`src/rtl/wdos_pkg.sv`:
```
// Package for the window depth order stack.
// Request modes, result status codes and the result record; no dependencies.
package wdos_pkg;

  localparam int ModeW   = 3;
  localparam int IdW     = 8;
  localparam int StatusW = 3;
  localparam int CountW  = 6;

  localparam logic [ModeW-1:0] MODE_ADD   = 3'd0;
  localparam logic [ModeW-1:0] MODE_REM   = 3'd1;
  localparam logic [ModeW-1:0] MODE_RAISE = 3'd2;
  localparam logic [ModeW-1:0] MODE_LOWER = 3'd3;
  localparam logic [ModeW-1:0] MODE_TOP   = 3'd4;
  localparam logic [ModeW-1:0] MODE_BELOW = 3'd5;
  localparam logic [ModeW-1:0] MODE_CLEAR = 3'd6;

  localparam logic [StatusW-1:0] ST_OK     = 3'd0;
  localparam logic [StatusW-1:0] ST_NULL   = 3'd1;
  localparam logic [StatusW-1:0] ST_DUP    = 3'd2;
  localparam logic [StatusW-1:0] ST_FULL   = 3'd3;
  localparam logic [StatusW-1:0] ST_ABSENT = 3'd4;

  localparam logic [IdW-1:0] ID_NONE = 8'd0;

  typedef struct packed {
    logic [StatusW-1:0] status;
    logic [IdW-1:0]     answer_id;
    logic [CountW-1:0]  window_count;
  } res_t;

endpackage

```
`src/rtl/wdos_if.sv`:
```
// Valid/ready channel interfaces for requests and results.
// Depends on wdos_pkg for field widths.
interface wdos_req_if import wdos_pkg::*; ();
  logic           valid;
  logic           ready;
  logic [ModeW-1:0] mode;
  logic [IdW-1:0]   window_id;
  modport source (output valid, mode, window_id, input ready);
  modport sink   (input valid, mode, window_id, output ready);
endinterface

interface wdos_rsp_if import wdos_pkg::*; ();
  logic               valid;
  logic               ready;
  logic [StatusW-1:0] status;
  logic [IdW-1:0]     answer_id;
  logic [CountW-1:0]  window_count;
  modport source (output valid, status, answer_id, window_count, input ready);
  modport sink   (input valid, status, answer_id, window_count, output ready);
endinterface

```
`src/rtl/window_depth_order_stack.sv`:
```
// Window depth order stack: keeps up to MAX_WINDOWS window ids front to back in one
// synchronous memory and serves one request at a time. A request walks the memory one
// entry at a time to find its id (read, then compare), then shifts entries one at a time
// (neighbour read, then write). The worst case is raising the bottom of a full order.
// Every step goes through the one registered read port and the one write port of the
// order memory. The result sits in an output register, so a new request is taken while
// the previous result waits.
module window_depth_order_stack import wdos_pkg::*; #(
  parameter int MAX_WINDOWS = 32
) (
  input logic       clk,
  input logic       rst_n,
  wdos_req_if.sink  in_req,
  wdos_rsp_if.source out_rsp
);

  logic seq_valid;
  logic seq_ready;
  res_t seq_res;
  logic out_valid_r;
  res_t out_res_r;

  wdos_seq #(.MAX_WINDOWS(MAX_WINDOWS)) u_seq (
    .clk       (clk),
    .rst_n     (rst_n),
    .req_valid (in_req.valid),
    .req_ready (in_req.ready),
    .req_mode  (in_req.mode),
    .req_id    (in_req.window_id),
    .res_valid (seq_valid),
    .res_ready (seq_ready),
    .res       (seq_res)
  );

  // Output register: load when empty or being drained
  assign seq_ready = !out_valid_r || out_rsp.ready;

  always_ff @(posedge clk) begin
    if (!rst_n) begin
      out_valid_r <= 1'b0;
    end else if (seq_ready) begin
      out_valid_r <= seq_valid;
    end
    if (seq_ready && seq_valid) begin
      out_res_r <= seq_res;
    end
  end

  assign out_rsp.valid        = out_valid_r;
  assign out_rsp.status       = out_res_r.status;
  assign out_rsp.answer_id    = out_res_r.answer_id;
  assign out_rsp.window_count = out_res_r.window_count;

endmodule

```
`src/rtl/wdos_seq.sv`:
```
// Sequencer and order memory: searches, shifts and rewrites entries one per step.
// Depends on wdos_pkg.
module wdos_seq import wdos_pkg::*; #(
  parameter int MAX_WINDOWS = 32
) (
  input  logic             clk,
  input  logic             rst_n,
  input  logic             req_valid,
  output logic             req_ready,
  input  logic [ModeW-1:0] req_mode,
  input  logic [IdW-1:0]   req_id,
  output logic             res_valid,
  input  logic             res_ready,
  output res_t             res
);

  localparam int AW = (MAX_WINDOWS > 1) ? $clog2(MAX_WINDOWS) : 1;
  localparam int CW = $clog2(MAX_WINDOWS + 1);
  localparam logic [CW-1:0] MaxCnt = CW'(MAX_WINDOWS);

  localparam logic [3:0] S_IDLE = 4'd0;
  localparam logic [3:0] S_SRD  = 4'd1;
  localparam logic [3:0] S_SCMP = 4'd2;
  localparam logic [3:0] S_MRD  = 4'd3;
  localparam logic [3:0] S_MWR  = 4'd4;
  localparam logic [3:0] S_FIN  = 4'd5;
  localparam logic [3:0] S_QRD  = 4'd6;
  localparam logic [3:0] S_QANS = 4'd7;
  localparam logic [3:0] S_DONE = 4'd8;

  logic [IdW-1:0] mem [MAX_WINDOWS];
  logic [IdW-1:0] rdata_r;

  logic [3:0]         state_r, state_nxt;
  logic [CW-1:0]      cnt_r, cnt_nxt;
  logic [AW-1:0]      idx_r, idx_nxt;
  logic [AW-1:0]      qaddr_r, qaddr_nxt;
  logic [ModeW-1:0]   mode_r, mode_nxt;
  logic [IdW-1:0]     id_r, id_nxt;
  logic [StatusW-1:0] st_r, st_nxt;
  logic [IdW-1:0]     ans_r, ans_nxt;
  logic               up_r, up_nxt;

  logic           we;
  logic [AW-1:0]  waddr;
  logic [IdW-1:0] wdata;
  logic [AW-1:0]  raddr;
  logic [CW-1:0]  idx_ext;
  logic           is_keyed;

  assign idx_ext  = CW'(idx_r);
  assign is_keyed = (req_mode inside {MODE_ADD, MODE_REM, MODE_RAISE, MODE_LOWER, MODE_BELOW});

  // Read port address per state
  always_comb begin
    case (state_r)
      S_SRD:   raddr = idx_r;
      S_MRD:   raddr = up_r ? AW'(idx_ext + 1'b1) : AW'(idx_ext - 1'b1);
      S_QRD:   raddr = qaddr_r;
      default: raddr = '0;
    endcase
  end

  // Order memory, one write and one registered read
  always_ff @(posedge clk) begin
    if (we) begin
      mem[waddr] <= wdata;
    end
    rdata_r <= mem[raddr];
  end

  always_comb begin
    state_nxt = state_r;
    cnt_nxt   = cnt_r;
    idx_nxt   = idx_r;
    qaddr_nxt = qaddr_r;
    mode_nxt  = mode_r;
    id_nxt    = id_r;
    st_nxt    = st_r;
    ans_nxt   = ans_r;
    up_nxt    = up_r;
    we        = 1'b0;
    waddr     = idx_r;
    wdata     = rdata_r;
    case (state_r)
      // Take a request and decide its path
      S_IDLE: begin
        if (req_valid) begin
          mode_nxt = req_mode;
          id_nxt   = req_id;
          st_nxt   = ST_OK;
          ans_nxt  = ID_NONE;
          idx_nxt  = '0;
          if (is_keyed && req_id == ID_NONE) begin
            st_nxt    = ST_NULL;
            state_nxt = S_DONE;
          end else if (is_keyed) begin
            if (cnt_r == '0) begin
              if (req_mode == MODE_ADD) begin
                up_nxt    = 1'b0;
                state_nxt = S_MRD;
              end else begin
                st_nxt    = ST_ABSENT;
                state_nxt = S_DONE;
              end
            end else begin
              state_nxt = S_SRD;
            end
          end else if (req_mode == MODE_TOP) begin
            qaddr_nxt = '0;
            state_nxt = (cnt_r == '0) ? S_DONE : S_QRD;
          end else if (req_mode == MODE_CLEAR) begin
            cnt_nxt   = '0;
            state_nxt = S_DONE;
          end else begin
            state_nxt = S_DONE;
          end
        end
      end
      S_SRD: state_nxt = S_SCMP;
      // Compare one entry against the id
      S_SCMP: begin
        if (rdata_r == id_r) begin
          case (mode_r)
            MODE_ADD: begin
              st_nxt    = ST_DUP;
              state_nxt = S_DONE;
            end
            MODE_BELOW: begin
              if (idx_ext + 1'b1 < cnt_r) begin
                qaddr_nxt = AW'(idx_ext + 1'b1);
                state_nxt = S_QRD;
              end else begin
                state_nxt = S_DONE;
              end
            end
            MODE_RAISE: begin
              up_nxt    = 1'b0;
              state_nxt = S_MRD;
            end
            default: begin
              up_nxt    = 1'b1;
              state_nxt = S_MRD;
            end
          endcase
        end else if (idx_ext + 1'b1 < cnt_r) begin
          idx_nxt   = AW'(idx_ext + 1'b1);
          state_nxt = S_SRD;
        end else if (mode_r == MODE_ADD) begin
          if (cnt_r >= MaxCnt) begin
            st_nxt    = ST_FULL;
            state_nxt = S_DONE;
          end else begin
            idx_nxt   = AW'(cnt_r);
            up_nxt    = 1'b0;
            state_nxt = S_MRD;
          end
        end else begin
          st_nxt    = ST_ABSENT;
          state_nxt = S_DONE;
        end
      end
      // Issue the neighbour read, or stop at the end of the run
      S_MRD: begin
        if (up_r ? (idx_ext + 1'b1 < cnt_r) : (idx_r != '0)) begin
          state_nxt = S_MWR;
        end else begin
          state_nxt = S_FIN;
        end
      end
      // Move the neighbour into the current slot and advance
      S_MWR: begin
        we        = 1'b1;
        waddr     = idx_r;
        wdata     = rdata_r;
        idx_nxt   = up_r ? AW'(idx_ext + 1'b1) : AW'(idx_ext - 1'b1);
        state_nxt = S_MRD;
      end
      // Place the id and settle the count
      S_FIN: begin
        wdata = id_r;
        case (mode_r)
          MODE_ADD: begin
            we      = 1'b1;
            waddr   = '0;
            cnt_nxt = cnt_r + 1'b1;
          end
          MODE_RAISE: begin
            we    = 1'b1;
            waddr = '0;
          end
          MODE_LOWER: begin
            we    = 1'b1;
            waddr = AW'(cnt_r - 1'b1);
          end
          default: cnt_nxt = cnt_r - 1'b1;
        endcase
        state_nxt = S_DONE;
      end
      S_QRD: state_nxt = S_QANS;
      S_QANS: begin
        ans_nxt   = rdata_r;
        state_nxt = S_DONE;
      end
      // Hold the result until taken
      S_DONE: begin
        if (res_ready) begin
          state_nxt = S_IDLE;
        end
      end
      default: state_nxt = S_IDLE;
    endcase
  end

  always_ff @(posedge clk) begin
    if (!rst_n) begin
      state_r <= S_IDLE;
      cnt_r   <= '0;
    end else begin
      state_r <= state_nxt;
      cnt_r   <= cnt_nxt;
    end
    idx_r   <= idx_nxt;
    qaddr_r <= qaddr_nxt;
    mode_r  <= mode_nxt;
    id_r    <= id_nxt;
    st_r    <= st_nxt;
    ans_r   <= ans_nxt;
    up_r    <= up_nxt;
  end

  assign req_ready        = (state_r == S_IDLE);
  assign res_valid        = (state_r == S_DONE);
  assign res.status       = st_r;
  assign res.answer_id    = ans_r;
  assign res.window_count = CountW'(cnt_r);

  a_cnt_bound: assert property (@(posedge clk) disable iff (!rst_n) cnt_r <= MaxCnt)
    else $error("window count above capacity");
  a_cnt_step: assert property (@(posedge clk) disable iff (!rst_n)
    (cnt_r != $past(cnt_r)) |-> ($past(state_r) == S_FIN || $past(state_r) == S_IDLE))
    else $error("window count changed outside finish or clear");
  a_write_in_range: assert property (@(posedge clk) disable iff (!rst_n)
    (state_r == S_MWR) |-> (idx_ext < cnt_r || (mode_r == MODE_ADD && idx_ext == cnt_r)))
    else $error("shift write outside the order");
  a_done_ok_count: assert property (@(posedge clk) disable iff (!rst_n)
    (state_r == S_FIN && mode_r == MODE_ADD) |-> (cnt_r < MaxCnt))
    else $error("add completing on a full order");

endmodule
```
`src/flat_wrapper.sv`:
```
// flat-port wrapper written by rule: the top's interface ports become plain ports
module window_depth_order_stack_flat import wdos_pkg::*;
#(
  parameter int MAX_WINDOWS = 32
)
  (clk, rst_n, in_req_valid, in_req_mode, in_req_window_id, in_req_ready, out_rsp_valid, out_rsp_status, out_rsp_answer_id, out_rsp_window_count, out_rsp_ready);
  wdos_req_if in_req_i ();
  wdos_rsp_if out_rsp_i ();
  input logic clk;
  input logic rst_n;
  input wire logic [$bits(in_req_i.valid)-1:0] in_req_valid;
  input wire logic [$bits(in_req_i.mode)-1:0] in_req_mode;
  input wire logic [$bits(in_req_i.window_id)-1:0] in_req_window_id;
  output wire logic [$bits(in_req_i.ready)-1:0] in_req_ready;
  output wire logic [$bits(out_rsp_i.valid)-1:0] out_rsp_valid;
  output wire logic [$bits(out_rsp_i.status)-1:0] out_rsp_status;
  output wire logic [$bits(out_rsp_i.answer_id)-1:0] out_rsp_answer_id;
  output wire logic [$bits(out_rsp_i.window_count)-1:0] out_rsp_window_count;
  input wire logic [$bits(out_rsp_i.ready)-1:0] out_rsp_ready;
  assign in_req_i.valid = in_req_valid;
  assign in_req_i.mode = in_req_mode;
  assign in_req_i.window_id = in_req_window_id;
  assign in_req_ready = in_req_i.ready;
  assign out_rsp_valid = out_rsp_i.valid;
  assign out_rsp_status = out_rsp_i.status;
  assign out_rsp_answer_id = out_rsp_i.answer_id;
  assign out_rsp_window_count = out_rsp_i.window_count;
  assign out_rsp_i.ready = out_rsp_ready;
  window_depth_order_stack #(.MAX_WINDOWS(MAX_WINDOWS)) u_core (.clk(clk), .rst_n(rst_n), .in_req(in_req_i), .out_rsp(out_rsp_i));
endmodule
```
`config.mk`:
```
export PLATFORM = sky130hd
export DESIGN_NAME = window_depth_order_stack_flat
export DESIGN_NICKNAME = d
export VERILOG_FILES = /design/src/rtl/wdos_pkg.sv /design/src/rtl/wdos_if.sv /design/src/rtl/window_depth_order_stack.sv /design/src/rtl/wdos_seq.sv /design/src/flat_wrapper.sv
export SDC_FILE = /design/constraint.sdc
export NUM_CORES = 1
export LEC_CHECK = 0
export BUFFER_PORTS_ARGS = -buffer_cell sky130_fd_sc_hd__buf_2
export CORE_AREA = 4 4 206 208
export DETAILED_ROUTE_END_ITERATION = 6
export DIE_AREA = 0 0 210 212
export GPL_TIMING_DRIVEN = 0
export HOLD_SLACK_MARGIN = 0.15
export RECOVER_POWER = 25
export SLEW_MARGIN = 20
export SYNTH_ARGS = -nofsm -noshare
export SYNTH_HDL_FRONTEND = slang
export SYNTH_SLANG_ARGS = --single-unit
```
`constraint.sdc`:
```
create_clock -name clk -period 7.6 [get_ports clk]
set_input_delay 0.38 -clock clk [delete_from_list [all_inputs] [get_ports clk]]
set_output_delay 0.38 -clock clk [all_outputs]
set_load 0.005 [all_outputs]
```
==> impl_metrics.xml, run 1 <==
<?xml version="1.0" encoding="UTF-8"?>
<metrics>
  <group name="status">
    <metric name="status" unit="">finished, final reports clean</metric>
  </group>
  <group name="yosys">
    <metric name="most_area_hungry_cell_type_in_the_yosys_netlist" unit="">sky130_fd_sc_hd__edfxtp_1</metric>
    <metric name="postSynthAreaPerCell" unit="sq um">13.1</metric>
    <metric name="yosysWarnings" unit="">0</metric>
    <metric name="synth.cell_area" unit="sq um">14100</metric>
    <metric name="synth.yosys.seq_area_share" unit="">0.677</metric>
    <metric name="synth.net_count" unit="">1103</metric>
    <metric name="synth_top_area_share" unit="">0.650</metric>
    <metric name="synthesized_instance_count" unit="">1077</metric>
    <metric name="leading_post_synthesis_cells_by_cell_area" unit="">sky130_fd_sc_hd__edfxtp_1 (65%), sky130_fd_sc_hd__nand2_1 (4.4%), sky130_fd_sc_hd__mux2i_1 (3.0%), sky130_fd_sc_hd__dfxtp_1 (2.7%), sky130_fd_sc_hd__a21oi_1 (2.6%)</metric>
    <metric name="synth_ff_type" unit="">sky130_fd_sc_hd__edfxtp_1</metric>
    <metric name="post_synth_num_cell_types" unit="">79</metric>
    <metric name="synth_edf_count" unit="">306</metric>
    <metric name="synth.ff_latch_count" unit="">325</metric>
    <metric name="synthArstFlopShare" unit="">0</metric>
  </group>
  <group name="detailed_routing">
    <metric name="routed_wl" unit="microns">37700</metric>
    <metric name="avgViaCountPerCell" unit="">5.44</metric>
    <metric name="dr_total_vias" unit="">9344</metric>
    <metric name="wl_per_cell" unit="microns">21.9</metric>
    <metric name="initialDrtViolationCount" unit="">912</metric>
    <metric name="firstDrtPassIters" unit="">6</metric>
    <metric name="drc" unit="">0</metric>
    <metric name="drtAntennaViolNets" unit="">0</metric>
  </group>
  <group name="sta">
    <metric name="report.final.hold_viol_count" unit="">0</metric>
    <metric name="final_setup_violation_count" unit="">0</metric>
    <metric name="timing.final.crit_period" unit="ns">3.80</metric>
    <metric name="fin_worst_skew" unit="ns">0.0188</metric>
    <metric name="totalNegativeSetupSlack" unit="ns">0</metric>
    <metric name="slew_headroom" unit="">0.179</metric>
    <metric name="drv_slew" unit="">0</metric>
    <metric name="final_min_period_over_clock_period" unit="">0.500</metric>
    <metric name="achievable-frequency" unit="GHz">0.263</metric>
    <metric name="worst_pin_slew" unit="ns">1.23</metric>
    <metric name="unrepaired_setup_endpoints_after_global_routing" unit="">no</metric>
  </group>
  <group name="global_routing">
    <metric name="first_global_vias" unit="">9043</metric>
    <metric name="grt_start_max_net_pins" unit="">33</metric>
    <metric name="grt_pass1_wl" unit="microns">56300</metric>
    <metric name="grt_util_all_layers" unit="">0.166</metric>
    <metric name="antenna_found_initial" unit="">0</metric>
    <metric name="grt.overflow.total" unit="">0</metric>
  </group>
  <group name="floorplanning">
    <metric name="floorplan.io_pins" unit="">34</metric>
    <metric name="placementRows" unit="">74</metric>
    <metric name="die_x_extent" unit="microns">210</metric>
    <metric name="chipHeight" unit="microns">212</metric>
    <metric name="start_util" unit="">0.348</metric>
    <metric name="die_area" unit="sq um">44500</metric>
    <metric name="core" unit="sq um">40600</metric>
  </group>
  <group name="clocking">
    <metric name="cts-resized-gates" unit="">0</metric>
    <metric name="htree_num_levels" unit="">2</metric>
    <metric name="clock_insertion_delay_at_the_later_pin_of_the_skew_report" unit="ns">0.53</metric>
    <metric name="numClockSinks" unit="">325</metric>
    <metric name="cts_tree" unit="">done</metric>
    <metric name="cts.path.max_buffers" unit="">3</metric>
    <metric name="clock-root-buffer" unit="">sky130_fd_sc_hd__clkbuf_16</metric>
    <metric name="cts_made_buffers" unit="">36</metric>
    <metric name="clock_slew_at_the_register_clock_pins_of_the_worst_setup_and_hold_paths" unit="ns">0.06</metric>
  </group>
  <group name="power_and_ir_drop">
    <metric name="internal_power" unit="mW">3.11</metric>
    <metric name="worst_ir_drop_vdd" unit="uV">116</metric>
    <metric name="clockPowerShare" unit="">0.432</metric>
    <metric name="sw_ratio" unit="">0.221</metric>
    <metric name="pwr-share-seq" unit="">0.506</metric>
    <metric name="power_per_cell_area" unit="nW/um^2">246</metric>
    <metric name="switching_power" unit="mW">0.883</metric>
    <metric name="cellLeakagePower" unit="nW">5.44</metric>
    <metric name="power.combinational.fraction" unit="">0.062</metric>
    <metric name="overall_power_after_layout" unit="mW">3.99</metric>
  </group>
  <group name="setup_path">
    <metric name="setup.worst_path.start_class" unit="">register</metric>
    <metric name="cpMostUsedCell" unit="">sky130_fd_sc_hd__ha_1</metric>
    <metric name="cpMaxStageDelayCell" unit="">sky130_fd_sc_hd__a21oi_1</metric>
    <metric name="worstPathCellList" unit="">clkbuf_1 &gt; inv_1 &gt; ha_1 &gt; ha_1 &gt; a2111o_1 &gt; a31o_2 &gt; a21oi_2 &gt; buf_2 &gt; nand3_1 &gt; a21oi_1</metric>
    <metric name="critical_path_arrival" unit="ns">3.95</metric>
    <metric name="max_stage_delay" unit="ns">0.53</metric>
    <metric name="critPathRequiredTime" unit="ns">7.76</metric>
    <metric name="path_class" unit="">reg2reg</metric>
    <metric name="crit_path_max_fanout" unit="">10</metric>
    <metric name="critPathCaptureType" unit="">register</metric>
  </group>
  <group name="finish">
    <metric name="layout_common_cells" unit="">sky130_fd_sc_hd__edfxtp_1 (306), sky130_fd_sc_hd__nand2_1 (164), sky130_fd_sc_hd__a21oi_1 (72), sky130_fd_sc_hd__nor2_1 (62), sky130_fd_sc_hd__clkbuf_1 (52)</metric>
    <metric name="final_net_count" unit="">1185</metric>
    <metric name="area_delta_synth_final" unit="%">14.8</metric>
    <metric name="final_core_util" unit="">0.400</metric>
    <metric name="filler_cell_count" unit="">3813</metric>
    <metric name="num_antenna_cells" unit="">0</metric>
    <metric name="mostFrequentLayoutCell" unit="">sky130_fd_sc_hd__edfxtp_1</metric>
    <metric name="final_layout_size_suffix_gt1_frac" unit="">0.123</metric>
  </group>
  <group name="placed_design">
    <metric name="place.gp.congestion" unit="">0.886</metric>
    <metric name="detailed_place_hpwl" unit="microns">25800</metric>
    <metric name="numPortBuffers" unit="">33</metric>
  </group>
  <group name="min_path">
    <metric name="hold_class" unit="">in2reg</metric>
  </group>
  <group name="run">
    <metric name="timing.max_cap.violations" unit="">0</metric>
  </group>
</metrics>
-- timing repair --
item                                    CTS  global route
hold buffers                             11             0
setup buffers                             0             0
endpoints found under the setup margin    0             0
endpoints found under the hold margin    11             0
-- sequential cells by signal (all words and copies together), names as in the netlist, 4 cells and up --
name and count:
u_core.u_seq.state_r 4, u_core.u_seq.cnt_r 6, u_core.u_seq.qaddr_r 5, u_core.out_rsp.answer_id 8, u_core.out_rsp.window_count 6, u_core.u_seq.rdata_r 8
u_core.u_seq.idx_r 5, u_core.u_seq.id_r 8, u_core.u_seq.mem 256, u_core.u_seq.ans_r 8
-- Yosys cell counts (5+ instances only) --
library cell	instances
sky130_fd_sc_hd__edfxtp_1	306
sky130_fd_sc_hd__nand2_1	164
sky130_fd_sc_hd__a21oi_1	72
sky130_fd_sc_hd__nor2_1	63
sky130_fd_sc_hd__nand3_1	51
sky130_fd_sc_hd__mux2i_1	42
sky130_fd_sc_hd__o22ai_1	25
sky130_fd_sc_hd__buf_2	24
sky130_fd_sc_hd__a31oi_1	20
sky130_fd_sc_hd__clkbuf_1	19
sky130_fd_sc_hd__dfxtp_1	19
sky130_fd_sc_hd__and2_1	17
sky130_fd_sc_hd__nor3_1	17
sky130_fd_sc_hd__and3_1	15
sky130_fd_sc_hd__xnor2_1	15
sky130_fd_sc_hd__inv_1	14
sky130_fd_sc_hd__o21ai_0	13
sky130_fd_sc_hd__a221oi_1	12
sky130_fd_sc_hd__ha_1	11
sky130_fd_sc_hd__mux2_2	9
sky130_fd_sc_hd__a31o_2	8
sky130_fd_sc_hd__buf_4	8
sky130_fd_sc_hd__buf_6	8
sky130_fd_sc_hd__nor4_1	8
sky130_fd_sc_hd__o211ai_1	7
sky130_fd_sc_hd__a221oi_2	6
sky130_fd_sc_hd__a22oi_1	6
sky130_fd_sc_hd__a21boi_0	5
sky130_fd_sc_hd__nand4_1	5
sky130_fd_sc_hd__o21bai_1	5
sky130_fd_sc_hd__xor2_1	5
-- final cells by class --
type | count | area, sq um | area share
Sequential cell | 325 | 9570 | 0.590
Buffer | 61 | 343 | 0.0211
Multi-Input combinational cell | 676 | 4160 | 0.257
Timing Repair Buffer | 44 | 248 | 0.0153
Clock inverter | 15 | 130 | 0.00802
Inverter | 15 | 56.3 | 0.00347
Tap cell | 532 | 666 | 0.0410
Clock buffer | 51 | 1050 | 0.0647
-- metal layers --
layer	part of all wire	GRT usage	wire [microns]	vias to the layer above
li1	-	-	-	4265
met1	0.42	0.220	16000	4617
met2	0.46	0.265	17200	369
met3	0.074	0.0366	2800	93
met4	0.047	0.0743	1770	0
met5	0	0	0	-
-- metrics by stage --
stage               instance area, sq um  instances  hold WS (ns)  worst slack (ns)
floorplan                          14100       1077         0.400              4.07
global placement                   15000       1642         0.404              3.22
detailed placement                 15000       1642         0.407              3.98
CTS                                16300       1719         0.152              3.96
global route                       16200       1719         0.189              3.43
finish                             16200       1719         0.165              3.80
-- cell families (layout without fill, tap and decap cells) --
logic type	count (synthesis)	in the layout	share of synthesized area
xor+xnor	20	20	0.0124
simple gates	378	378	0.128
mux	51	51	0.0369
compound gates	216	216	0.107
fa+ha+maj	11	11	0.00974
flops	325	325	0.677
buf+inv	76	186	0.0287
-- critical path, delay by kind of cell, from the launching register on --
kind                       cells  cell delay [ns]
AOI/OAI and AO/OA              4             1.41
adders and majority gates      2             0.76
and+or+nand+nor                1             0.13
DFF                            1             0.35
buffers and inverters          3             0.77
-- worst paths after layout --
| check | startpoint | endpoint | slack [ns] | cells past startpoint |
|---|---|---|---|---|
| max | u_core.u_seq.idx_r[0] | u_core.u_seq.qaddr_r[1] | 3.80 | 10 |
| min | rst_n | u_core.u_seq.cnt_r[2] | 0.16 | 3 |
| max reg2reg | u_core.u_seq.idx_r[0] | u_core.u_seq.qaddr_r[1] | 3.80 | 10 |
| min reg2reg | u_core.u_seq.st_r[2] | u_core.out_rsp.status[2] | 0.42 | 0 |
-- power groups by stage --
stage               clock network (mW)  logic (mW)  registers, mW
floorplan                            0       0.153           2.05
global placement                     0       0.242           2.06
detailed placement                   0       0.247           2.06
CTS                               1.75       0.253           2.02
global route                      1.82       0.273           2.02
finish                            1.72       0.249           2.02
Power figures use the tool's default switching activity.
==> run 2: changes to the inputs <==
--- a/config.mk
+++ b/config.mk
@@ -5,10 +5,11 @@
 export SDC_FILE = /design/constraint.sdc
 export NUM_CORES = 1
 export LEC_CHECK = 0
+export ABC_AREA = 1
 export BUFFER_PORTS_ARGS = -buffer_cell sky130_fd_sc_hd__buf_2
-export CORE_AREA = 4 4 206 208
+export CORE_AREA = 4 4 215 217
 export DETAILED_ROUTE_END_ITERATION = 6
-export DIE_AREA = 0 0 210 212
+export DIE_AREA = 0 0 219 221
 export GPL_TIMING_DRIVEN = 0
 export HOLD_SLACK_MARGIN = 0.15
 export RECOVER_POWER = 25
==> constraint.sdc (replaced) <==
create_clock -name clk -period 3.9 [get_ports clk]
set_input_delay 0.195 -clock clk [delete_from_list [all_inputs] [get_ports clk]]
set_output_delay 0.195 -clock clk [all_outputs]
set_load 0.005 [all_outputs]
==> run 2 against run 1 <==
Net effect: the run now ends with max-capacitance violations, max-slew violations left; register-to-register slack worse by 3.5 ns; wire length up 16%; cell count up 34%; clock skew is 0.0067 ns higher; synthesized cell count grew 48%; critical path depth shrank 3; setup slack got worse by 3.5 ns; non-clock buffer count grew 31; count of clock-buffer cells in the layout down 3; maximum frequency increased by 5.0%; critical path type unchanged; largest cell class unchanged; highest routed layer unchanged.
==> impl_metrics.xml, run 2 <==
<?xml version="1.0" encoding="UTF-8"?>
<metrics>
  <group name="run">
    <metric name="timing.max_cap.violations" unit="">3</metric>
  </group>
  <group name="clocking">
    <metric name="cts_tree" unit="">done</metric>
    <metric name="clock_slew_at_the_register_clock_pins_of_the_worst_setup_and_hold_paths" unit="ns">0.06</metric>
    <metric name="cts.path.max_buffers" unit="">3</metric>
    <metric name="clock_insertion_delay_at_the_later_pin_of_the_skew_report" unit="ns">0.54</metric>
    <metric name="cts_made_buffers" unit="">38</metric>
    <metric name="post_cts.repair.setup_buffers" unit="">0</metric>
    <metric name="numClockSinks" unit="">325</metric>
    <metric name="clock-root-buffer" unit="">sky130_fd_sc_hd__clkbuf_16</metric>
    <metric name="htree_num_levels" unit="">2</metric>
  </group>
  <group name="finish">
    <metric name="final_layout_size_suffix_gt1_frac" unit="">0.0733</metric>
    <metric name="flip_flop_count_of_the_largest_register_all_copies_and_words_added" unit="">256</metric>
    <metric name="final_net_count" unit="">1719</metric>
    <metric name="area_delta_synth_final" unit="%">15.8</metric>
    <metric name="layout_common_cells" unit="">sky130_fd_sc_hd__inv_1 (320), sky130_fd_sc_hd__edfxtp_1 (306), sky130_fd_sc_hd__nand2_1 (294), sky130_fd_sc_hd__nand3_1 (248), sky130_fd_sc_hd__nand4_1 (127)</metric>
    <metric name="regMostFlops" unit="">u_core.u_seq.mem</metric>
    <metric name="num_antenna_cells" unit="">0</metric>
    <metric name="mostFrequentLayoutCell" unit="">sky130_fd_sc_hd__inv_1</metric>
    <metric name="filler_cell_count" unit="">4328</metric>
    <metric name="multi_input_area" unit="sq um">4230</metric>
    <metric name="seq_area" unit="sq um">9570</metric>
  </group>
  <group name="sta">
    <metric name="totalNegativeSetupSlack" unit="ns">0</metric>
    <metric name="fin_worst_skew" unit="ns">0.0255</metric>
    <metric name="worst_pin_slew" unit="ns">1.59</metric>
    <metric name="timing.final.crit_period" unit="ns">3.61</metric>
    <metric name="achievable-frequency" unit="GHz">0.277</metric>
    <metric name="unrepaired_setup_endpoints_after_global_routing" unit="">no</metric>
    <metric name="slew_headroom" unit="">-0.0692</metric>
    <metric name="final_min_period_over_clock_period" unit="">0.927</metric>
    <metric name="drv_slew" unit="">28</metric>
    <metric name="final_setup_violation_count" unit="">0</metric>
    <metric name="report.final.hold_viol_count" unit="">0</metric>
  </group>
  <group name="setup_path">
    <metric name="worstPathCellList" unit="">inv_2 &gt; nor2_2 &gt; nand2_1 &gt; clkbuf_1 &gt; o32ai_1 &gt; nand3_1 &gt; nor2_1</metric>
    <metric name="max_stage_delay" unit="ns">0.87</metric>
    <metric name="critPathRequiredTime" unit="ns">4.05</metric>
    <metric name="critical_path_arrival" unit="ns">3.77</metric>
    <metric name="cpMaxStageDelayCell" unit="">sky130_fd_sc_hd__nor2_1</metric>
    <metric name="setup.worst_path.start_class" unit="">register</metric>
    <metric name="path_class" unit="">reg2reg</metric>
    <metric name="crit_path_max_fanout" unit="">10</metric>
    <metric name="critPathCaptureType" unit="">register</metric>
  </group>
  <group name="detailed_routing">
    <metric name="firstDrtPassIters" unit="">6</metric>
    <metric name="wl_per_cell" unit="microns">19.0</metric>
    <metric name="routed_wl" unit="microns">43900</metric>
    <metric name="drc" unit="">0</metric>
    <metric name="initialDrtViolationCount" unit="">1175</metric>
    <metric name="dr_total_vias" unit="">11677</metric>
    <metric name="drtAntennaViolNets" unit="">0</metric>
    <metric name="avgViaCountPerCell" unit="">5.05</metric>
  </group>
  <group name="global_routing">
    <metric name="grt.overflow.total" unit="">0</metric>
    <metric name="grt_start_max_net_pins" unit="">24</metric>
    <metric name="first_global_vias" unit="">11192</metric>
    <metric name="grt_pass1_wl" unit="microns">67100</metric>
    <metric name="antenna_found_initial" unit="">0</metric>
    <metric name="grt_util_all_layers" unit="">0.179</metric>
  </group>
  <group name="yosys">
    <metric name="leading_post_synthesis_cells_by_cell_area" unit="">sky130_fd_sc_hd__edfxtp_1 (60%), sky130_fd_sc_hd__nand3_1 (8.1%), sky130_fd_sc_hd__inv_1 (7.8%), sky130_fd_sc_hd__nand2_1 (7.2%), sky130_fd_sc_hd__nand4_1 (5.2%)</metric>
    <metric name="synth_mux_area_frac" unit="">0</metric>
    <metric name="post_synth_num_cell_types" unit="">34</metric>
    <metric name="synth_simple_gate_area_frac" unit="">0.236</metric>
    <metric name="synth_top_family_by_area" unit="">simple AND/OR/NAND/NOR gates</metric>
    <metric name="synthesized_area_fraction_occupied_by_adder_cells" unit="">0.00897</metric>
    <metric name="synthesized_instance_count" unit="">1597</metric>
    <metric name="synth-compound-area-share" unit="">0.0232</metric>
    <metric name="synth_edf_count" unit="">306</metric>
    <metric name="postSynthAreaPerCell" unit="sq um">9.61</metric>
    <metric name="yosysWarnings" unit="">0</metric>
    <metric name="synth_xor_area_frac" unit="">0.00514</metric>
    <metric name="synth.cell_area" unit="sq um">15300</metric>
    <metric name="synth.yosys.seq_area_share" unit="">0.624</metric>
    <metric name="netlist_top_cells_count" unit="">sky130_fd_sc_hd__inv_1 (319), sky130_fd_sc_hd__edfxtp_1 (306), sky130_fd_sc_hd__nand2_1 (294), sky130_fd_sc_hd__nand3_1 (248), sky130_fd_sc_hd__nand4_1 (127)</metric>
    <metric name="synth.most_common_cell" unit="">sky130_fd_sc_hd__inv_1</metric>
    <metric name="synthArstFlopShare" unit="">0</metric>
    <metric name="synth_ff_type" unit="">sky130_fd_sc_hd__edfxtp_1</metric>
    <metric name="synth.ff_latch_count" unit="">325</metric>
    <metric name="synth_top_area_share" unit="">0.599</metric>
    <metric name="most_area_hungry_cell_type_in_the_yosys_netlist" unit="">sky130_fd_sc_hd__edfxtp_1</metric>
    <metric name="synth.net_count" unit="">1623</metric>
  </group>
  <group name="placed_design">
    <metric name="place.gp.congestion" unit="">0.915</metric>
    <metric name="detailed_place_hpwl" unit="microns">31300</metric>
    <metric name="numPortBuffers" unit="">33</metric>
  </group>
  <group name="floorplanning">
    <metric name="start_util" unit="">0.348</metric>
    <metric name="core" unit="sq um">44100</metric>
    <metric name="chipHeight" unit="microns">221</metric>
    <metric name="die_x_extent" unit="microns">219</metric>
    <metric name="placementRows" unit="">77</metric>
    <metric name="floorplan.io_pins" unit="">34</metric>
    <metric name="die_area" unit="sq um">48400</metric>
  </group>
  <group name="power_and_ir_drop">
    <metric name="overall_power_after_layout" unit="mW">8.58</metric>
    <metric name="cellLeakagePower" unit="nW">7.34</metric>
    <metric name="worst_ir_drop_vdd" unit="uV">235</metric>
    <metric name="power_per_cell_area" unit="nW/um^2">483</metric>
  </group>
  <group name="status">
    <metric name="violations" unit="">max-capacitance violations, max-slew violations</metric>
    <metric name="status" unit="">complete, but fails checks</metric>
  </group>
  <group name="min_path">
    <metric name="hold_class" unit="">in2reg</metric>
  </group>
</metrics>
[run 2: changes by cell type after synthesis, moves of 37 or more]
cell and change:
sky130_fd_sc_hd__inv_1 +305, sky130_fd_sc_hd__nand3_1 +197, sky130_fd_sc_hd__nand2_1 +130, sky130_fd_sc_hd__nand4_1 +122
sky130_fd_sc_hd__a21oi_1 -54, sky130_fd_sc_hd__mux2i_1 -42, sky130_fd_sc_hd__nor2_1 +37
[run 2: logic make-up after synthesis]
group / count (synthesis)
adders and majority gates: 11
AOI/OAI and AO/OA: 60
xor gates and xnor gates: 9
DFF: 325
buffers and inverters: 405
and+or+nand+nor: 787
[run 2: power breakdown]
part           switching [mW]  internal, mW
Combinational           0.806         0.329
Sequential             0.0802          4.05
Clock                    1.41          1.90
Total                    2.30          6.28
[run 2: layout make-up]
class / count / share of cell area
Tap cell: 592 / 0.0417
Inverter: 325 / 0.0687
Multi-Input combinational cell: 867 / 0.238
Clock inverter: 19 / 0.00845
Buffer: 80 / 0.0204
Clock buffer: 48 / 0.0562
Timing Repair Buffer: 56 / 0.0278
Sequential cell: 325 / 0.539
[run 2: critical path: cells and delay by family (launching register included)]
kind / cells / cell delay (ns)
DFF: 1 / 0.43
AOI/OAI and AO/OA: 1 / 0.62
buffers and inverters: 2 / 0.32
and+or+nand+nor: 4 / 1.84
[run 2: final timing paths]
kind | from | endpoint | slack, ns | cells after the start
worst max register to register | u_core.u_seq.state_r[0] | u_core.u_seq.mem[7][1] | 0.29 | 7
worst min register to register | u_core.u_seq.ans_r[7] | u_core.out_rsp.answer_id[7] | 0.42 | 0
worst min-delay path | in_req_valid | u_core.u_seq.ans_r[0] | 0.25 | 3
worst max-delay path | u_core.u_seq.state_r[0] | u_core.u_seq.mem[7][1] | 0.29 | 7
[run 2: metal layers]
metal,global-route usage,part of all wire,up-vias
li1,-,-,5551
met1,0.253,0.44,5622
met2,0.286,0.46,428
met3,0.0302,0.073,76
met4,0.0502,0.025,0
met5,0,0,-
[run 2: what timing repair did]
item | CTS | global route
gates resized for setup | 0 | 0
hold endpoints to repair | 22 | 0
hold buffers | 14 | 0
[run 2: stage by stage]
step / util / hold slack, ns / instance area [sq um] / std cells / setup slack, ns
3_3_place_gp: 0.368 / 0.390 / 16300 / 2222 / -2.53
5_1_grt: 0.403 / 0.317 / 17800 / 2312 / 0.0897
3_5_place_dp: 0.376 / 0.391 / 16600 / 2231 / 0.383
6_report: 0.403 / 0.253 / 17800 / 2312 / 0.286
2_1_floorplan: - / 0.294 / 15300 / 1597 / 1.09
4_1_cts: 0.405 / 0.234 / 17900 / 2312 / 0.357
==> run 3: changes to the inputs <==
--- a/config.mk
+++ b/config.mk
@@ -7,9 +7,9 @@
 export LEC_CHECK = 0
 export ABC_AREA = 1
 export BUFFER_PORTS_ARGS = -buffer_cell sky130_fd_sc_hd__buf_2
-export CORE_AREA = 4 4 215 217
+export CORE_AREA = 5 5 216 218
 export DETAILED_ROUTE_END_ITERATION = 6
-export DIE_AREA = 0 0 219 221
+export DIE_AREA = 0 0 221 223
 export GPL_TIMING_DRIVEN = 0
 export HOLD_SLACK_MARGIN = 0.15
 export RECOVER_POWER = 25
==> run 3 against run 2 <==
Net effect: the flow still finishes with violations (max-capacitance violations, max-slew violations); non-clock buffer count increased by 1; sequential power about the same; wire length increased by 1.9%; first-iteration DRC count decreased by 0.17%; critical path depth decreased by 1; core utilization decreased by 0.41 points; maximum frequency increased by 2.2%; sequential cell count unchanged; sequential share of layout area decreased by 0.15 points; cell count increased by 0.39%; clock skew decreased by 0.012 ns; critical path type unchanged.
==> impl_metrics.xml, run 3 (synthesized netlist as in run 2, its figures left out) <==
<?xml version="1.0" encoding="UTF-8"?>
<metrics>
  <group name="status">
    <metric name="status" unit="">complete, but fails checks</metric>
    <metric name="violations" unit="">max-capacitance violations, max-slew violations</metric>
  </group>
  <group name="detailed_routing">
    <metric name="initialDrtViolationCount" unit="">1173</metric>
    <metric name="drtAntennaViolNets" unit="">0</metric>
    <metric name="routed_wl" unit="microns">44800</metric>
    <metric name="firstDrtPassIters" unit="">5</metric>
    <metric name="avgViaCountPerCell" unit="">5.03</metric>
    <metric name="wl_per_cell" unit="microns">19.3</metric>
    <metric name="drc" unit="">0</metric>
    <metric name="dr_total_vias" unit="">11672</metric>
  </group>
  <group name="sta">
    <metric name="slew_headroom" unit="">-0.387</metric>
    <metric name="fin_worst_skew" unit="ns">0.0139</metric>
    <metric name="timing.final.crit_period" unit="ns">3.54</metric>
    <metric name="final_min_period_over_clock_period" unit="">0.907</metric>
    <metric name="unrepaired_setup_endpoints_after_global_routing" unit="">no</metric>
    <metric name="worst_pin_slew" unit="ns">2.06</metric>
    <metric name="drv_slew" unit="">34</metric>
    <metric name="report.final.hold_viol_count" unit="">0</metric>
    <metric name="final_setup_violation_count" unit="">0</metric>
    <metric name="fin_worst_hold_slack" unit="ns">0.259</metric>
    <metric name="achievable-frequency" unit="GHz">0.283</metric>
  </group>
  <group name="setup_path">
    <metric name="crit_path_max_fanout" unit="">10</metric>
    <metric name="max_stage_delay" unit="ns">1.64</metric>
    <metric name="critical-path-top-delay-family" unit="">compound AO/OA/AOI/OAI gates</metric>
    <metric name="critical_path_cell_count" unit="">6</metric>
    <metric name="worst-path-buf-inv" unit="">3</metric>
    <metric name="critPathCaptureType" unit="">register</metric>
    <metric name="worstPathCellList" unit="">clkinv_1 &gt; nor2_2 &gt; nand2_1 &gt; buf_2 &gt; clkbuf_1 &gt; o21ai_0</metric>
    <metric name="reg2reg_setup_slack" unit="ns">0.36</metric>
    <metric name="regToRegStartpoint" unit="">u_core.u_seq.state_r[0]</metric>
    <metric name="setup.worst_path.start_class" unit="">register</metric>
    <metric name="critPathRequiredTime" unit="ns">3.93</metric>
    <metric name="crit_end" unit="">u_core.u_seq.mem[17][5]</metric>
    <metric name="path_class" unit="">reg2reg</metric>
    <metric name="critical_path_arrival" unit="ns">3.56</metric>
    <metric name="ff2ff_path_depth" unit="">6</metric>
    <metric name="setup.worst_path.start" unit="">u_core.u_seq.state_r[0]</metric>
    <metric name="cpMaxStageDelayCell" unit="">sky130_fd_sc_hd__o21ai_0</metric>
    <metric name="r2r_end" unit="">u_core.u_seq.mem[17][5]</metric>
  </group>
  <group name="clocking">
    <metric name="cts_tree" unit="">done</metric>
    <metric name="clock_slew_at_the_register_clock_pins_of_the_worst_setup_and_hold_paths" unit="ns">0.06</metric>
    <metric name="numClockSinks" unit="">325</metric>
    <metric name="clock-root-buffer" unit="">sky130_fd_sc_hd__clkbuf_16</metric>
    <metric name="cts_made_buffers" unit="">37</metric>
    <metric name="clock_insertion_delay_at_the_later_pin_of_the_skew_report" unit="ns">0.53</metric>
    <metric name="htree_num_levels" unit="">2</metric>
    <metric name="cts.path.max_buffers" unit="">3</metric>
  </group>
  <group name="finish">
    <metric name="final_area" unit="sq um">17800</metric>
    <metric name="num_antenna_cells" unit="">0</metric>
    <metric name="area_delta_synth_final" unit="%">16.1</metric>
    <metric name="layout_common_cells" unit="">sky130_fd_sc_hd__inv_1 (320), sky130_fd_sc_hd__edfxtp_1 (306), sky130_fd_sc_hd__nand2_1 (294), sky130_fd_sc_hd__nand3_1 (248), sky130_fd_sc_hd__nand4_1 (127)</metric>
    <metric name="flip_flop_count_of_the_largest_register_all_copies_and_words_added" unit="">256</metric>
    <metric name="mostFrequentLayoutCell" unit="">sky130_fd_sc_hd__inv_1</metric>
    <metric name="final_layout_size_suffix_gt1_frac" unit="">0.0691</metric>
    <metric name="final_net_count" unit="">1719</metric>
    <metric name="regMostFlops" unit="">u_core.u_seq.mem</metric>
  </group>
  <group name="placed_design">
    <metric name="place.gp.congestion" unit="">0.913</metric>
    <metric name="numPortBuffers" unit="">33</metric>
    <metric name="detailed_place_hpwl" unit="microns">31700</metric>
    <metric name="place_area" unit="sq um">16600</metric>
  </group>
  <group name="global_routing">
    <metric name="grt_pass1_wl" unit="microns">67600</metric>
    <metric name="grt.overflow.total" unit="">0</metric>
    <metric name="grt_start_max_net_pins" unit="">24</metric>
    <metric name="antenna_found_initial" unit="">0</metric>
    <metric name="first_global_vias" unit="">11303</metric>
    <metric name="grt_util_all_layers" unit="">0.177</metric>
  </group>
  <group name="floorplanning">
    <metric name="start_util" unit="">0.343</metric>
    <metric name="placementRows" unit="">78</metric>
    <metric name="chipHeight" unit="microns">223</metric>
    <metric name="core" unit="sq um">44700</metric>
    <metric name="floorplan.io_pins" unit="">34</metric>
    <metric name="die_area" unit="sq um">49300</metric>
    <metric name="die_x_extent" unit="microns">221</metric>
  </group>
  <group name="power_and_ir_drop">
    <metric name="worst_ir_drop_vdd" unit="uV">294</metric>
    <metric name="cellLeakagePower" unit="nW">7.35</metric>
    <metric name="pwr-share-seq" unit="">0.470</metric>
    <metric name="clockPowerShare" unit="">0.401</metric>
    <metric name="power_per_cell_area" unit="nW/um^2">493</metric>
    <metric name="switching_power" unit="mW">2.29</metric>
    <metric name="power.combinational.fraction" unit="">0.128</metric>
    <metric name="internal_power" unit="mW">6.49</metric>
    <metric name="sw_ratio" unit="">0.261</metric>
    <metric name="overall_power_after_layout" unit="mW">8.78</metric>
  </group>
  <group name="min_path">
    <metric name="hold_class" unit="">in2reg</metric>
    <metric name="hp-start" unit="">in_req_valid</metric>
  </group>
  <group name="run">
    <metric name="timing.max_cap.violations" unit="">3</metric>
  </group>
</metrics>
run 3: metal layers:
layer	routed length, microns	GRT usage
met1	19000	0.236
met4	1340	0.0552
met2	20800	0.290
met3	3610	0.0376
met5	0	0
run 3: how the worst min path moves through the flow:
| stage | to | slack [ns] | cells after the start |
|---|---|---|---|
| 5_1_grt | u_core.u_seq.ans_r[4] | 0.30 | 3 |
| 3_5_place_dp | u_core.u_seq.id_r[3] | 0.39 | 1 |
| 2_1_floorplan | u_core.u_seq.id_r[0] | 0.29 | 0 |
| 3_3_place_gp | u_core.u_seq.id_r[1] | 0.39 | 1 |
| 6_report | u_core.u_seq.ans_r[0] | 0.26 | 3 |
| 4_1_cts | u_core.u_seq.ans_r[4] | 0.26 | 3 |
run 3: timing repair:
| action | 4_1_cts | 5_1_grt |
|---|---|---|
| resized for setup | 0 | 0 |
| buffers inserted | 0 | 0 |
| hold buffers | 14 | 0 |
| hold endpoints to repair | 21 | 0 |
run 3: stage by stage:
step | cells | setup WS [ns] | utilization | TNS [ns]
final | 2321 | 0.363 | 0.399 | 0
after CTS | 2321 | 0.408 | 0.401 | 0
after global routing | 2321 | 0.162 | 0.399 | 0
after global placement | 2230 | -2.38 | 0.364 | -489.68
after floorplan | 1597 | 1.09 | - | 0
after detailed placement | 2240 | 0.421 | 0.371 | 0
run 3: power groups by stage:
stage | clock [mW] | sequential [mW] | combinational, mW
3_3_place_gp | 0 | 4.23 | 1.03
5_1_grt | 3.72 | 4.14 | 1.24
3_5_place_dp | 0 | 4.20 | 1.14
2_1_floorplan | 0 | 4.19 | 0.642
4_1_cts | 3.57 | 4.13 | 1.16
6_report | 3.52 | 4.13 | 1.13
run 3: worst reg2reg max path: stages, from the launching register on:
cell	delay, ns
sky130_fd_sc_hd__dfxtp_1	0.43
sky130_fd_sc_hd__clkinv_1	0.11
sky130_fd_sc_hd__nor2_2	0.22
sky130_fd_sc_hd__nand2_1	0.12
sky130_fd_sc_hd__buf_2	0.21
sky130_fd_sc_hd__clkbuf_1	0.31
sky130_fd_sc_hd__o21ai_0	1.64
run 3: layout make-up:
cell class / count / area (sq um)
multi-input combinational: 867 / 4220
inverter: 325 / 1220
clock buffer: 50 / 1030
sequential: 325 / 9570
fill: 4459 / 26900
buffer: 80 / 363
tap: 600 / 751
timing repair buffer: 57 / 470
clock inverter: 17 / 194
